--- src/hw/rtl/assert_macros.svh ---
// assertion macros, used by the top level to check its own logic
`ifndef ASSERT_MACROS_SVH
`define ASSERT_MACROS_SVH

// checked on every clock edge once reset is released
`define RCLI_ASSERT(lbl, prop, msg) \
  lbl: assert property (@(posedge clk) disable iff (rst) prop) else $error(msg);

// checked on every clock edge, reset included
`define RCLI_ASSERT_ALWAYS(lbl, prop, msg) \
  lbl: assert property (@(posedge clk) prop) else $error(msg);

`endif

--- src/hw/rtl/rcli_pkg.sv ---
// types, character codes and response frames of the radio command line interpreter
`default_nettype none

package rcli_pkg;

  localparam int RADIO_W = 4;
  localparam int NFLAGS  = 7;
  localparam int HEAD_LEN = 7;
  localparam int IDX_W   = 6;

  // control and digit characters
  localparam logic [7:0] CH_CLEAR = 8'h15;
  localparam logic [7:0] CH_XOFF  = 8'h13;
  localparam logic [7:0] CH_XON   = 8'h11;
  localparam logic [7:0] CH_CR    = 8'h0D;
  localparam logic [7:0] CH_LF    = 8'h0A;
  localparam logic [7:0] CH_NUL   = 8'h00;
  localparam logic [7:0] CH_ZERO  = 8'h30;
  localparam logic [7:0] CH_ONE   = 8'h31;

  // flag commands, bit order of the notification word
  localparam logic [47:0] FLAG_CMDS [NFLAGS] = '{
    "ARAMDM", "ARAMDP", "ARCALL", "ARLINK", "ARLTBL", "ARMESS", "ARSTAT"
  };
  localparam logic [47:0] CMD_AIATBL = "AIATBL";
  localparam logic [47:0] CMD_AILTBL = "AILTBL";
  localparam logic [47:0] CMD_AXNMSG = "AXNMSG";
  localparam logic [47:0] CMD_AXLINK = "AXLINK";

  // response frames
  localparam int TABLE_LEN = 50;
  localparam int LINK_LEN  = 10;
  localparam int SHORT_LEN = 6;

  localparam logic [7:0] TABLE_FRAME [TABLE_LEN] = '{
    CH_XOFF, "A", "I", "A", "T", "B", "L", "0", "0", "1", "1", "5",
    "F", "A", "K", "1", "B", "A", "R", "2", "0", "2", "A", "0", "0", "2", "4",
    "0", "1", "2", "1", "5", "F", "A", "K", "2", "B", "A", "R",
    "2", "0", "2", "A", "0", "0", "2", "4", CH_CR, CH_LF, CH_XON
  };
  localparam logic [7:0] LINK_FRAME [LINK_LEN] = '{
    CH_XOFF, "A", "I", "L", "T", "B", "L", CH_CR, CH_LF, CH_XON
  };
  localparam logic [7:0] OK_FRAME [SHORT_LEN] = '{
    CH_XOFF, "O", "K", CH_CR, CH_LF, CH_XON
  };
  localparam logic [7:0] ERR_FRAME [SHORT_LEN] = '{
    CH_XOFF, "E", "0", CH_CR, CH_LF, CH_XON
  };

  typedef enum logic [1:0] {
    FRAME_OK,
    FRAME_ERR,
    FRAME_TABLE,
    FRAME_LINK
  } frame_t;

  typedef enum logic [2:0] {
    CMD_FLAG,
    CMD_TABLE,
    CMD_LINK,
    CMD_SILENT,
    CMD_ERR
  } cmd_kind_t;

  typedef struct packed {
    cmd_kind_t   kind;
    logic [2:0]  flag_idx;
    logic        digit_ok;
    logic        digit_one;
  } cmd_t;

  // one pending response frame
  typedef struct packed {
    logic [RADIO_W-1:0] radio;
    frame_t             frame;
    logic [NFLAGS-1:0]  flags;
  } desc_t;

  // index of the final byte of a frame
  function automatic logic [IDX_W-1:0] frame_last(frame_t f);
    logic [IDX_W-1:0] r;
    case (f)
      FRAME_TABLE: r = IDX_W'(TABLE_LEN - 1);
      FRAME_LINK:  r = IDX_W'(LINK_LEN - 1);
      default:     r = IDX_W'(SHORT_LEN - 1);
    endcase
    return r;
  endfunction

  // byte of a frame at a given position
  function automatic logic [7:0] frame_byte(frame_t f, logic [IDX_W-1:0] idx);
    logic [7:0] b;
    b = CH_NUL;
    case (f)
      FRAME_TABLE: if (idx < IDX_W'(TABLE_LEN)) b = TABLE_FRAME[idx];
      FRAME_LINK:  if (idx < IDX_W'(LINK_LEN)) b = LINK_FRAME[idx[3:0]];
      FRAME_OK:    if (idx < IDX_W'(SHORT_LEN)) b = OK_FRAME[idx[2:0]];
      default:     if (idx < IDX_W'(SHORT_LEN)) b = ERR_FRAME[idx[2:0]];
    endcase
    return b;
  endfunction

endpackage

`default_nettype wire

--- src/hw/rtl/radio_command_line_interpreter.sv ---
// top level: input register, per-radio line store and response sequencer
// each answer passes the input register, the frame register and the output register
// throughput: one byte per cycle; a line end that answers waits only while the previous
//   frame (6, 10 or 50 bytes) is still leaving the sequencer
// reset: synchronous, clears all line counts and notification bits
`default_nettype none

`include "assert_macros.svh"

module radio_command_line_interpreter #(
  parameter int NUM_RADIOS    = 16,
  parameter int LINE_BUF_SIZE = 256
) (
  input  logic                         clk,
  input  logic                         rst,
  input  logic                         in_valid,
  output logic                         in_stall,
  input  logic [rcli_pkg::RADIO_W-1:0] radio_index,
  input  logic [7:0]                   rx_byte,
  output logic                         out_valid,
  input  logic                         out_stall,
  output logic [rcli_pkg::RADIO_W-1:0] radio_index_out,
  output logic [7:0]                   tx_byte,
  output logic                         last,
  output logic [rcli_pkg::NFLAGS-1:0]  notify_flags
);

  logic                         item_valid;
  logic [rcli_pkg::RADIO_W-1:0] item_radio;
  logic [7:0]                   item_byte;
  logic                         item_go;
  logic                         desc_valid;
  logic                         desc_ready;
  rcli_pkg::desc_t              desc;
  logic                         tx_busy;

  assign in_stall = item_valid && !item_go;

  // input register
  always_ff @(posedge clk) begin
    if (rst) begin
      item_valid <= 1'b0;
    end else if (!in_stall) begin
      item_valid <= in_valid;
    end
  end

  always_ff @(posedge clk) begin
    if (in_valid && !in_stall) begin
      item_radio <= radio_index;
      item_byte  <= rx_byte;
    end
  end

  rcli_line_store #(
    .NUM_RADIOS    (NUM_RADIOS),
    .LINE_BUF_SIZE (LINE_BUF_SIZE)
  ) u_store (
    .clk        (clk),
    .rst        (rst),
    .item_valid (item_valid),
    .radio      (item_radio),
    .rx_byte    (item_byte),
    .item_go    (item_go),
    .desc_valid (desc_valid),
    .desc_ready (desc_ready),
    .desc       (desc)
  );

  rcli_frame_tx u_tx (
    .clk             (clk),
    .rst             (rst),
    .desc_valid      (desc_valid),
    .desc_ready      (desc_ready),
    .desc            (desc),
    .busy            (tx_busy),
    .out_valid       (out_valid),
    .out_stall       (out_stall),
    .radio_index_out (radio_index_out),
    .tx_byte         (tx_byte),
    .last            (last),
    .notify_flags    (notify_flags)
  );

  // input only waits on a frame still being sent
  `RCLI_ASSERT(a_stall_needs_busy, in_stall |-> tx_busy, "input stalled with sequencer idle")
  // a new frame starts the sequencer
  `RCLI_ASSERT(a_desc_starts, (desc_valid && desc_ready) |=> tx_busy, "frame not started")
  // responses only for radios in range
  `RCLI_ASSERT_ALWAYS(a_radio_range, out_valid |-> (32'(radio_index_out) < NUM_RADIOS),
    "response for radio out of range")

endmodule

`default_nettype wire

--- src/hw/rtl/rcli_cmd_match.sv ---
// case-insensitive match of the line head against the command set
`default_nettype none

module rcli_cmd_match (
  input  logic [rcli_pkg::HEAD_LEN-1:0][7:0] head,
  input  logic [rcli_pkg::HEAD_LEN-1:0]      have,
  output rcli_pkg::cmd_t                     cmd
);

  logic [rcli_pkg::HEAD_LEN-1:0][7:0] up;
  logic [rcli_pkg::NFLAGS-1:0]        hit;

  // first six characters against a command string, first char in the top byte
  function automatic logic eq6(logic [rcli_pkg::HEAD_LEN-1:0][7:0] h, logic [47:0] s);
    logic m;
    m = 1'b1;
    for (int k = 0; k < 6; k++) begin
      if (h[k] != s[47 - 8*k -: 8]) m = 1'b0;
    end
    return m;
  endfunction

  // missing characters read as zero, lower case folded to upper
  always_comb begin
    for (int k = 0; k < rcli_pkg::HEAD_LEN; k++) begin
      up[k] = have[k] ? head[k] : 8'h00;
      if (up[k] >= "a" && up[k] <= "z") up[k] = up[k] - 8'd32;
    end
  end

  always_comb begin
    for (int f = 0; f < rcli_pkg::NFLAGS; f++) begin
      hit[f] = eq6(up, rcli_pkg::FLAG_CMDS[f]);
    end
  end

  // command classification
  always_comb begin
    cmd.flag_idx  = 3'd0;
    cmd.digit_ok  = (up[6] == rcli_pkg::CH_ZERO) || (up[6] == rcli_pkg::CH_ONE);
    cmd.digit_one = (up[6] == rcli_pkg::CH_ONE);
    for (int f = 0; f < rcli_pkg::NFLAGS; f++) begin
      if (hit[f]) cmd.flag_idx = 3'(f);
    end
    if (|hit) begin
      cmd.kind = rcli_pkg::CMD_FLAG;
    end else if (eq6(up, rcli_pkg::CMD_AIATBL)) begin
      cmd.kind = rcli_pkg::CMD_TABLE;
    end else if (eq6(up, rcli_pkg::CMD_AILTBL)) begin
      cmd.kind = rcli_pkg::CMD_LINK;
    end else if (eq6(up, rcli_pkg::CMD_AXNMSG) || eq6(up, rcli_pkg::CMD_AXLINK)) begin
      cmd.kind = rcli_pkg::CMD_SILENT;
    end else begin
      cmd.kind = rcli_pkg::CMD_ERR;
    end
  end

endmodule

`default_nettype wire

--- src/hw/rtl/rcli_line_store.sv ---
// per-radio line state, byte update and response selection
`default_nettype none

module rcli_line_store #(
  parameter int NUM_RADIOS    = 16,
  parameter int LINE_BUF_SIZE = 256
) (
  input  logic                         clk,
  input  logic                         rst,
  input  logic                         item_valid,
  input  logic [rcli_pkg::RADIO_W-1:0] radio,
  input  logic [7:0]                   rx_byte,
  output logic                         item_go,
  output logic                         desc_valid,
  input  logic                         desc_ready,
  output rcli_pkg::desc_t              desc
);

  localparam int MAX_RADIOS = 1 << rcli_pkg::RADIO_W;
  localparam int DEPTH      = (NUM_RADIOS < MAX_RADIOS) ? NUM_RADIOS : MAX_RADIOS;
  localparam int RIDX_W     = (DEPTH > 1) ? $clog2(DEPTH) : 1;
  localparam int CW         = $clog2(LINE_BUF_SIZE);

  logic [CW-1:0]                      count [DEPTH];
  logic [rcli_pkg::NFLAGS-1:0]        notif [DEPTH];
  logic [rcli_pkg::HEAD_LEN-1:0][7:0] head  [DEPTH];

  logic [RIDX_W-1:0]                  rsel;
  logic                               in_range;
  logic [CW-1:0]                      cnt;
  logic [rcli_pkg::HEAD_LEN-1:0]      have;
  logic [rcli_pkg::NFLAGS-1:0]        flags_next;
  logic                               is_clear;
  logic                               is_term;
  logic                               run;
  logic                               need_resp;
  logic                               append;
  rcli_pkg::cmd_t                     cmd;
  rcli_pkg::frame_t                   frame;

  assign in_range = 32'(radio) < NUM_RADIOS;
  assign rsel     = radio[RIDX_W-1:0];
  assign cnt      = count[rsel];

  always_comb begin
    for (int k = 0; k < rcli_pkg::HEAD_LEN; k++) begin
      have[k] = cnt > CW'(k);
    end
  end

  rcli_cmd_match u_match (
    .head (head[rsel]),
    .have (have),
    .cmd  (cmd)
  );

  // byte classes
  assign is_clear = rx_byte == rcli_pkg::CH_CLEAR;
  assign is_term  = (rx_byte == rcli_pkg::CH_CR) || (rx_byte == rcli_pkg::CH_LF) ||
                    (rx_byte == rcli_pkg::CH_NUL);
  assign run      = in_range && is_term && (cnt != '0);
  assign append   = in_range && !is_clear && !is_term && (cnt < CW'(LINE_BUF_SIZE - 1));

  // notification update and frame choice
  always_comb begin
    flags_next = notif[rsel];
    frame      = rcli_pkg::FRAME_ERR;
    case (cmd.kind)
      rcli_pkg::CMD_FLAG: begin
        if (cmd.digit_ok) begin
          flags_next[cmd.flag_idx] = cmd.digit_one;
          frame = rcli_pkg::FRAME_OK;
        end
      end
      rcli_pkg::CMD_TABLE: frame = rcli_pkg::FRAME_TABLE;
      rcli_pkg::CMD_LINK:  frame = rcli_pkg::FRAME_LINK;
      default:             frame = rcli_pkg::FRAME_ERR;
    endcase
  end

  assign need_resp  = run && (cmd.kind != rcli_pkg::CMD_SILENT);
  assign desc_valid = item_valid && need_resp;
  assign item_go    = item_valid && (!need_resp || desc_ready);

  assign desc.radio = radio;
  assign desc.frame = frame;
  assign desc.flags = flags_next;

  // count and notification registers
  always_ff @(posedge clk) begin
    if (rst) begin
      for (int i = 0; i < DEPTH; i++) begin
        count[i] <= '0;
        notif[i] <= '0;
      end
    end else if (item_go && in_range) begin
      if (is_clear) begin
        count[rsel] <= '0;
      end else if (append) begin
        count[rsel] <= cnt + CW'(1);
      end else if (run) begin
        count[rsel] <= '0;
        notif[rsel] <= flags_next;
      end
    end
  end

  // head characters, only the first seven are kept
  always_ff @(posedge clk) begin
    if (item_go && append && (cnt < CW'(rcli_pkg::HEAD_LEN))) begin
      head[rsel][cnt[2:0]] <= rx_byte;
    end
  end

endmodule

`default_nettype wire

--- src/hw/rtl/rcli_frame_tx.sv ---
// response frame sequencer with output register
`default_nettype none

module rcli_frame_tx (
  input  logic                         clk,
  input  logic                         rst,
  input  logic                         desc_valid,
  output logic                         desc_ready,
  input  rcli_pkg::desc_t              desc,
  output logic                         busy,
  output logic                         out_valid,
  input  logic                         out_stall,
  output logic [rcli_pkg::RADIO_W-1:0] radio_index_out,
  output logic [7:0]                   tx_byte,
  output logic                         last,
  output logic [rcli_pkg::NFLAGS-1:0]  notify_flags
);

  logic                         active;
  rcli_pkg::desc_t              cur;
  logic [rcli_pkg::IDX_W-1:0]   idx;
  logic                         load_out;
  logic                         at_last;

  assign load_out   = active && (!out_valid || !out_stall);
  assign at_last    = idx == rcli_pkg::frame_last(cur.frame);
  assign desc_ready = !active || (load_out && at_last);
  assign busy       = active;

  // frame position
  always_ff @(posedge clk) begin
    if (rst) begin
      active <= 1'b0;
    end else if (desc_valid && desc_ready) begin
      active <= 1'b1;
    end else if (load_out && at_last) begin
      active <= 1'b0;
    end
  end

  always_ff @(posedge clk) begin
    if (desc_valid && desc_ready) begin
      cur <= desc;
      idx <= '0;
    end else if (load_out) begin
      idx <= idx + rcli_pkg::IDX_W'(1);
    end
  end

  // output register
  always_ff @(posedge clk) begin
    if (rst) begin
      out_valid <= 1'b0;
    end else if (load_out) begin
      out_valid <= 1'b1;
    end else if (!out_stall) begin
      out_valid <= 1'b0;
    end
  end

  always_ff @(posedge clk) begin
    if (load_out) begin
      radio_index_out <= cur.radio;
      tx_byte         <= rcli_pkg::frame_byte(cur.frame, idx);
      last            <= at_last;
      notify_flags    <= cur.flags;
    end
  end

endmodule

`default_nettype wire

--- config.mk ---
export PLATFORM = sky130hd
export DESIGN_NAME = radio_command_line_interpreter
export DESIGN_NICKNAME = d
export VERILOG_FILES = /design/src/hw/rtl/rcli_pkg.sv /design/src/hw/rtl/radio_command_line_interpreter.sv /design/src/hw/rtl/rcli_cmd_match.sv /design/src/hw/rtl/rcli_line_store.sv /design/src/hw/rtl/rcli_frame_tx.sv
export VERILOG_INCLUDE_DIRS = /design/src /design/src/hw/rtl
export SDC_FILE = /design/constraint.sdc
export NUM_CORES = 1
export LEC_CHECK = 0
export BUFFER_PORTS_ARGS = -buffer_cell sky130_fd_sc_hd__clkbuf_2
export CAP_MARGIN = 5
export CORE_MARGIN = 4
export CORE_UTILIZATION = 45
export CTS_CLUSTER_DIAMETER = 40
export DETAILED_ROUTE_END_ITERATION = 10
export PLACE_DENSITY = 0.64
export SLEW_MARGIN = 20
export SYNTH_ARGS = -nofsm -noshare
export SYNTH_HDL_FRONTEND = slang
export SYNTH_SLANG_ARGS = --single-unit
--- constraint.sdc ---
create_clock -name clk -period 5.8 [get_ports clk]
set_clock_uncertainty 0.15 [all_clocks]
set_input_delay 0.58 -clock clk [delete_from_list [all_inputs] [get_ports clk]]
set_output_delay 0.58 -clock clk [all_outputs]
set_load 0.005 [all_outputs]
* Word-level counts from Yosys, hierarchy flattened
Memory sizes are Yosys's and may differ from the RTL's. A register that Yosys moved wholly into a read port is not among the register bits.
Index checks and enable logic that the tools add are counted.
** Storage, ports and cells
- Register bits :: 54
- Memory bits (writable) :: 1136
- ROM bits :: 768
- Input port bits :: 16
- Output and inout port bits :: 22
- Word-level logic and storage cells :: 286
- Memories :: 7
** Memory list
- u_store.head :: depth 16, bits a word 56, read ports 1, clocked after Yosys merged registers in 1, wr ports 1, line rcli_line_store.sv:26 : logic [rcli_pkg::HEAD_LEN-1:0][7:0] head [DEPTH];
- (name not given) :: depth 64, bits a word 8, read ports 1, clocked after Yosys merged registers in 0, wr ports 0, line rcli_pkg.sv:96 : FRAME_TABLE: if (idx < IDX_W'(TABLE_LEN)) b = TABLE_FRAME[idx];
- (name not given) :: depth 16, bits a word 8, read ports 1, clocked after Yosys merged registers in 0, wr ports 0, line rcli_pkg.sv:97 : FRAME_LINK: if (idx < IDX_W'(LINK_LEN)) b = LINK_FRAME[idx[3:0]];
- u_store.count :: depth 16, bits a word 8, read ports 1, clocked after Yosys merged registers in 1, wr ports 16, line rcli_line_store.sv:24 : logic [CW-1:0] count [DEPTH];
- u_store.notif :: depth 16, bits a word 7, read ports 1, clocked after Yosys merged registers in 1, wr ports 16, line rcli_line_store.sv:25 : logic [rcli_pkg::NFLAGS-1:0] notif [DEPTH];
- (name not given) :: depth 8, bits a word 8, read ports 1, clocked after Yosys merged registers in 0, wr ports 0, line rcli_pkg.sv:98 : FRAME_OK: if (idx < IDX_W'(SHORT_LEN)) b = OK_FRAME[idx[2:0]];
- +1 memories
** Operators by class
- $add $sub $neg :: 9
- Magnitude comparators :: 33
- Eq/ne operators :: 40
- Muxes and demuxes :: 134
- Bitwise logic cells :: 5
- Reductions and logical operators :: 45
** Operator list (number)
- $mux W8 :: 30
- $ne A8 B7 Y1 const B :: 28
- $mux W1 :: 80
- $ge A8 B7 Y1 const B :: 7
- $le A8 B7 Y1 const B :: 7
- $mux W56 :: 1
- $sub A8 B6 Y8 const B :: 7
- $mux W3 :: 9
- $demux W8 S3 :: 1
- $gt A8 B3 Y1 const B :: 3
- $pmux W8 S3 :: 1
- $logic_and A1 B1 Y1 :: 22
- $mux W7 :: 3
- $mux W4 :: 5
- $eq A8 B4 Y1 const B :: 2
- $eq A8 B6 Y1 const B :: 2
- $gt A8 B1 Y1 const B :: 2
- $gt A8 B2 Y1 const B :: 2
- $reduce_or A7 Y1 :: 2
- $pmux W6 S2 :: 1
- $add A8 B1 Y8 const B :: 1
- $eq A8 B5 Y1 const B :: 1
- $logic_not A1 Y1 :: 8
- $logic_not A8 Y1 :: 1
- 30 further kinds :: 40

* Depth between registers and ports, before layout
- Depth in word-level cells :: 36
- Gate-level depth with buffers :: 24
- Depth with buffers taken out :: 17

* Modules after synthesis
Synthesis repeated with hierarchy kept, for this count alone.
** Second synthesis, totals
- Cells, all modules :: 2667
- Area total of the unflattened synthesis :: 49702.7 um^2
** By module, submodules not included
- rcli_line_store :: instances 1, cells an instance 2275, area an instance 45925.3 um^2, sequential area each 34112.7 um^2
- rcli_frame_tx :: instances 1, cells an instance 221, area an instance 2341.0 um^2, sequential area each 1121.1 um^2
- rcli_cmd_match :: instances 1, cells an instance 155, area an instance 1026.0 um^2, sequential area each 0.0 um^2
- radio_command_line_interpreter :: instances 1, cells an instance 16, area an instance 410.4 um^2, sequential area each 380.4 um^2

* Worst setup path after synthesis
OpenSTA, ideal clock, no wires.
- Path kind :: reg-to-reg
- Start point :: register (tool-made name)
- End point :: memory u_store.notif[8][0] (netlist name) (enable)
- Library setup time :: 0.371 ns
- Arrival time :: 5.366 ns
- Required time :: 5.279 ns
- Path slack :: -0.087 ns
- Stages on the path, launching flop included :: 22
- Path buffers :: 7
- Clock period less this slack :: 5.887 ns
- Cell sequence :: dfxtp_1 buf_6 clkinv_1 buf_1 clkbuf_1 buf_4 mux2_2 ha_1 nor2_1 o21a_1 o21a_1 inv_1 ha_1 o41ai_2 and3b_1 clkbuf_1 a32oi_1 o21ai_1 nand2_2 buf_6 clkbuf_1 o21bai_1
** RTL lines (line)
- end, declared :: rcli_line_store.sv:25

==> results.txt <==
The run gives 121 as the number of standard-cell rows in the floorplan. The tools report the total nets after synthesis as 2863. The maximum number of pins on one net before global-route repair came out at 93. The biggest fanout along the worst timing path is 5. In the synthesized netlist, the number of instances is 2826. The final clock period utilization by the worst path was 1.061.

The critical path ends at in_stall. For the final worst setup slack, the log shows -0.3566 ns. The number of iterations in the first detailed-routing pass is 6. The cell family contributing the most delay on the critical path is simple AND/OR/NAND/NOR gates. Cell occurring most often along the worst timing path: sky130_fd_sc_hd__buf_4. The measured slew at the worst slew-check pin was 1.092 ns.

The clock passes through at most 3 buffers. Antenna violation net count after detailed routing: 0. The slowest cell on the critical path is sky130_fd_sc_hd__or4_4. The clock net in this run drives a total of 1193 sinks. Clock-pin slew was measured on the worst setup and hold paths at 0.05 ns.

The number of synthesized register bits was 1193. Setup repair after global routing could not meet its margin everywhere. The run gives 4 as the number of H-tree levels. On the worst path, the slowest cell contributes a delay of 0.57 ns. In this run the cell area of the synthesized design comes to 49880 um^2. Walking the worst path, the cells encountered are buf_4 -> mux4_2 -> mux2_2 -> or4_4 -> o32a_1 -> o21ai_2 -> ha_1 -> o21a_1 -> a311o_1 -> buf_4 -> or3_4 -> and4b_1 -> a32oi_2 -> nor2_2 -> nor4_4 -> clkbuf_2. Counting buffers and inverters, the worst setup path is 16 cells deep. The portion of synthesized cell area occupied by the leading cell type works out to 0.7103. Setup slack on the worst reg-to-reg path comes out at -0.11 ns. The run gives 5.43 ns as the data arrival time of the critical path. The tools report the maximum resistive drop on vdd as 0.0002816 V.

The tools report the critical register-to-register path endpoint as u_store.notif[14][2]. The count of warnings emitted by yosys was 0. For the worst flop-to-flop path, the logic depth is 20. The power after layout is 21080 uW, and the total buffers and inverters traversed by the critical path is 3. Last weighted congestion value of the routability-driven placer: 0.9631. Along the worst hold path, the cell count comes to 3.

The run gives 0 as the number of pins with negative max-slew slack in the final report. The first-pass GRT wire length came out at 194100 um. The flow ran to the end, but the final reports show violations. The cell sitting at the root of the clock tree is a sky130_fd_sc_hd__clkbuf_16. The tools report the highest clock rate as 162.4 MHz. Largest area contributor in the netlist: sky130_fd_sc_hd__edfxtp_1. The mean cell area of the mapped netlist is 17.65 um^2, and the number of cells after detailed placement is 4490.

The power density normalized to cell area is 354.7 nW/um^2. The die covers 116200 um^2. Relative to the synthesized area, the layout overhead comes to 19.13%. STA classifies the critical path startpoint as a register. At the worst endpoint, the required time is 5.07 ns.

For the residual DRC count, the log shows 0. The leftover overflow at the end of global routing came out at 0. The run gives 0.76 ns as the insertion delay to the later sink of the worst-skew pair. The height of the chip is 340.9 um, and the number of different library cells in the post-synthesis netlist is 93. The number of global-route vias before repair was 28940. The number of failing setup endpoints in the final timing report came out at 138.

TritonCTS built the clock tree. The share of synthesized flip-flops with an asynchronous set or reset works out to 0. Yosys attributes the largest share of cell area to sky130_fd_sc_hd__edfxtp_1, sky130_fd_sc_hd__mux4_2, sky130_fd_sc_hd__nor3_1.

The number of non-filler instances in the completed layout is 4796. The logs give 0.06081 ns for the worst hold margin and 4 for the initial antenna violation count. After detailed routing, the number of vias per cell comes to 6.055.

Counting I/O delays and the setup requirement, the final critical path takes 6.157 ns. The effective utilization at floorplan came out at 0.4557. The final reports fail on setup timing. The run gives 0 as the number of maximum-capacitance constraint violations.

The tools report the final HPWL from detailed placement as 82830 um. Library cell with the highest instance count after synthesis: sky130_fd_sc_hd__edfxtp_1. The post-detailed-routing wire length is 131900 um. The worst min-delay path class was in -> reg. Buffers inserted during clock tree synthesis total 146. Worst slew slack as a fraction of its limit: 0.2719.

38 I/O pins were placed. Combined global-route utilization of all metal layers: 0.2256. In the final routed layout, each cell accounts on average for 27.49 um. The run gives 109500 um^2 as the floorplan core area. The proportion of layout cells with a drive suffix above 1 was 0.3143. The most used flip-flop cell after synthesis is sky130_fd_sc_hd__edfxtp_1. The critical path is of the reg -> out type. From left edge to right edge, the die measures 340.9 um.

In the synthesized netlist, the cells that appear most often are sky130_fd_sc_hd__edfxtp_1, sky130_fd_sc_hd__mux4_2, sky130_fd_sc_hd__nor2_1, sky130_fd_sc_hd__nor3_1, sky130_fd_sc_hd__clkbuf_1. For the starting DRC count in detailed routing, the log shows 3554. The number of hold-slack violations in the final timing report is 0. For this design the static power due to leakage is 0.01961 uW. The run gives 0.7156 as the post-synthesis sequential area ratio. The total of buffers placed on input and output ports is 36. The nature of the critical path endpoint is a primary output.

The total via count in the routed design came out at 29040. The total number of nets in the final design was 3236; the count of flip-flops with a built-in enable after synthesis was 1180.
==> timing repair <==
item,CTS,global route
endpoints found under the setup margin,325,342
hold buffers,13,0
cloned,3,1
pin swaps,11,5
setup buffers,15,6
endpoints found under the hold margin,16,0
resized for setup,26,47
==> kinds of logic (layout without fill, tap and decap cells) <==
logic type,Yosys count,in the layout,share of synthesized area
DFF,1193,1193,0.7156
buffers and inverters,231,724,0.02571
AOI/OAI and AO/OA,260,260,0.03722
muxes,343,343,0.1350
and+or+nand+nor,766,766,0.07921
xor gates and xnor gates,11,11,0.001931
other,1,2,0.00007518
adders and majority gates,21,21,0.005267
==> area by class of cell <==
cell class                 instances  area, um^2
inverter                          29       108.9
antenna                            1       2.502
fill                            8320       50030
sequential                      1193       35710
clock buffer                     165        3841
timing repair buffer             427        3521
tap                             1476        1847
multi-input combinational       1402       13290
clock inverter                   103        1105
==> worst min-delay path by stage <==
stage | end | slack, ns | startpoint
after floorplan | u_tx.notify_flags[0] | 0.25 | u_tx.cur[0]
after global placement | u_tx.radio_index_out[2] | 0.25 | u_tx.cur[11]
after detailed placement | u_tx.radio_index_out[1] | 0.26 | u_tx.cur[10]
after CTS | item_valid | 0.02 | in_valid
after global routing | item_valid | 0.05 | in_valid
final | item_valid | 0.06 | in_valid
==> placed cells by master (no fill, tap or decap), drive strengths merged, types with 19 or more instances in the layout <==
cell and n:
nor2 239, mux2i 61, nand2 96, ha 21, a22oi 24, o21ai 50
mux4 255, mux2 27, buf 376, inv 48, clkbuf 202, clkinv 56
nor2b 30, nand3 24, nor3 232, o21bai 20, nand4 19, a21oi 49
nor4 29, edfxtp 1180
==> metal layers <==
| metal | up-vias | GRT usage | wire, um |
|---|---|---|---|
| met2 | 1559 | 0.3567 | 62650 |
| met4 | 0 | 0.08594 | 4710 |
| met5 | - | 0 | 0 |
| li1 | 12200 | - | - |
| met1 | 15030 | 0.3151 | 53170 |
| met3 | 251 | 0.04103 | 11330 |
==> flip-flops by register name, indices dropped and copies added, names as in the netlist, named ones only <==
register / count
u_tx.notify_flags: 7
item_valid: 1
item_radio: 4
u_store.count: 128
u_tx.busy: 1
u_tx.last: 1
u_store.notif: 112
u_tx.idx: 6
u_tx.out_valid: 1
u_tx.cur: 13
u_tx.radio_index_out: 4
item_byte: 8
u_store.head: 896
u_tx.tx_byte: 7
==> worst min-delay path, cell delays in order <==
cell and delay [ns]:
sky130_fd_sc_hd__clkbuf_2 0.09, sky130_fd_sc_hd__inv_1 0.10, sky130_fd_sc_hd__a21oi_1 0.14
==> where the power goes <==
group,internal (uW),leakage [uW],switching [uW]
clock network,5510,0.00239,3620
logic,886,0.00617,1380
registers,9610,0.0111,71.6
total,16000,0.0196,5070
==> metrics by stage <==
stage          utilization  area (um^2)  setup WS, ns  TNS [ns]
4_1_cts             0.5394        59040       -0.3581    -6.049
6_report            0.5429        59430       -0.3566    -5.937
2_1_floorplan            -        49880        0.1316         0
3_5_place_dp        0.4900        53640       -0.1949    -22.25
3_3_place_gp        0.4900        53630      -0.06044   -0.9246
5_1_grt             0.5429        59420       -0.4634    -22.95
Power figures use the tool's default switching activity.
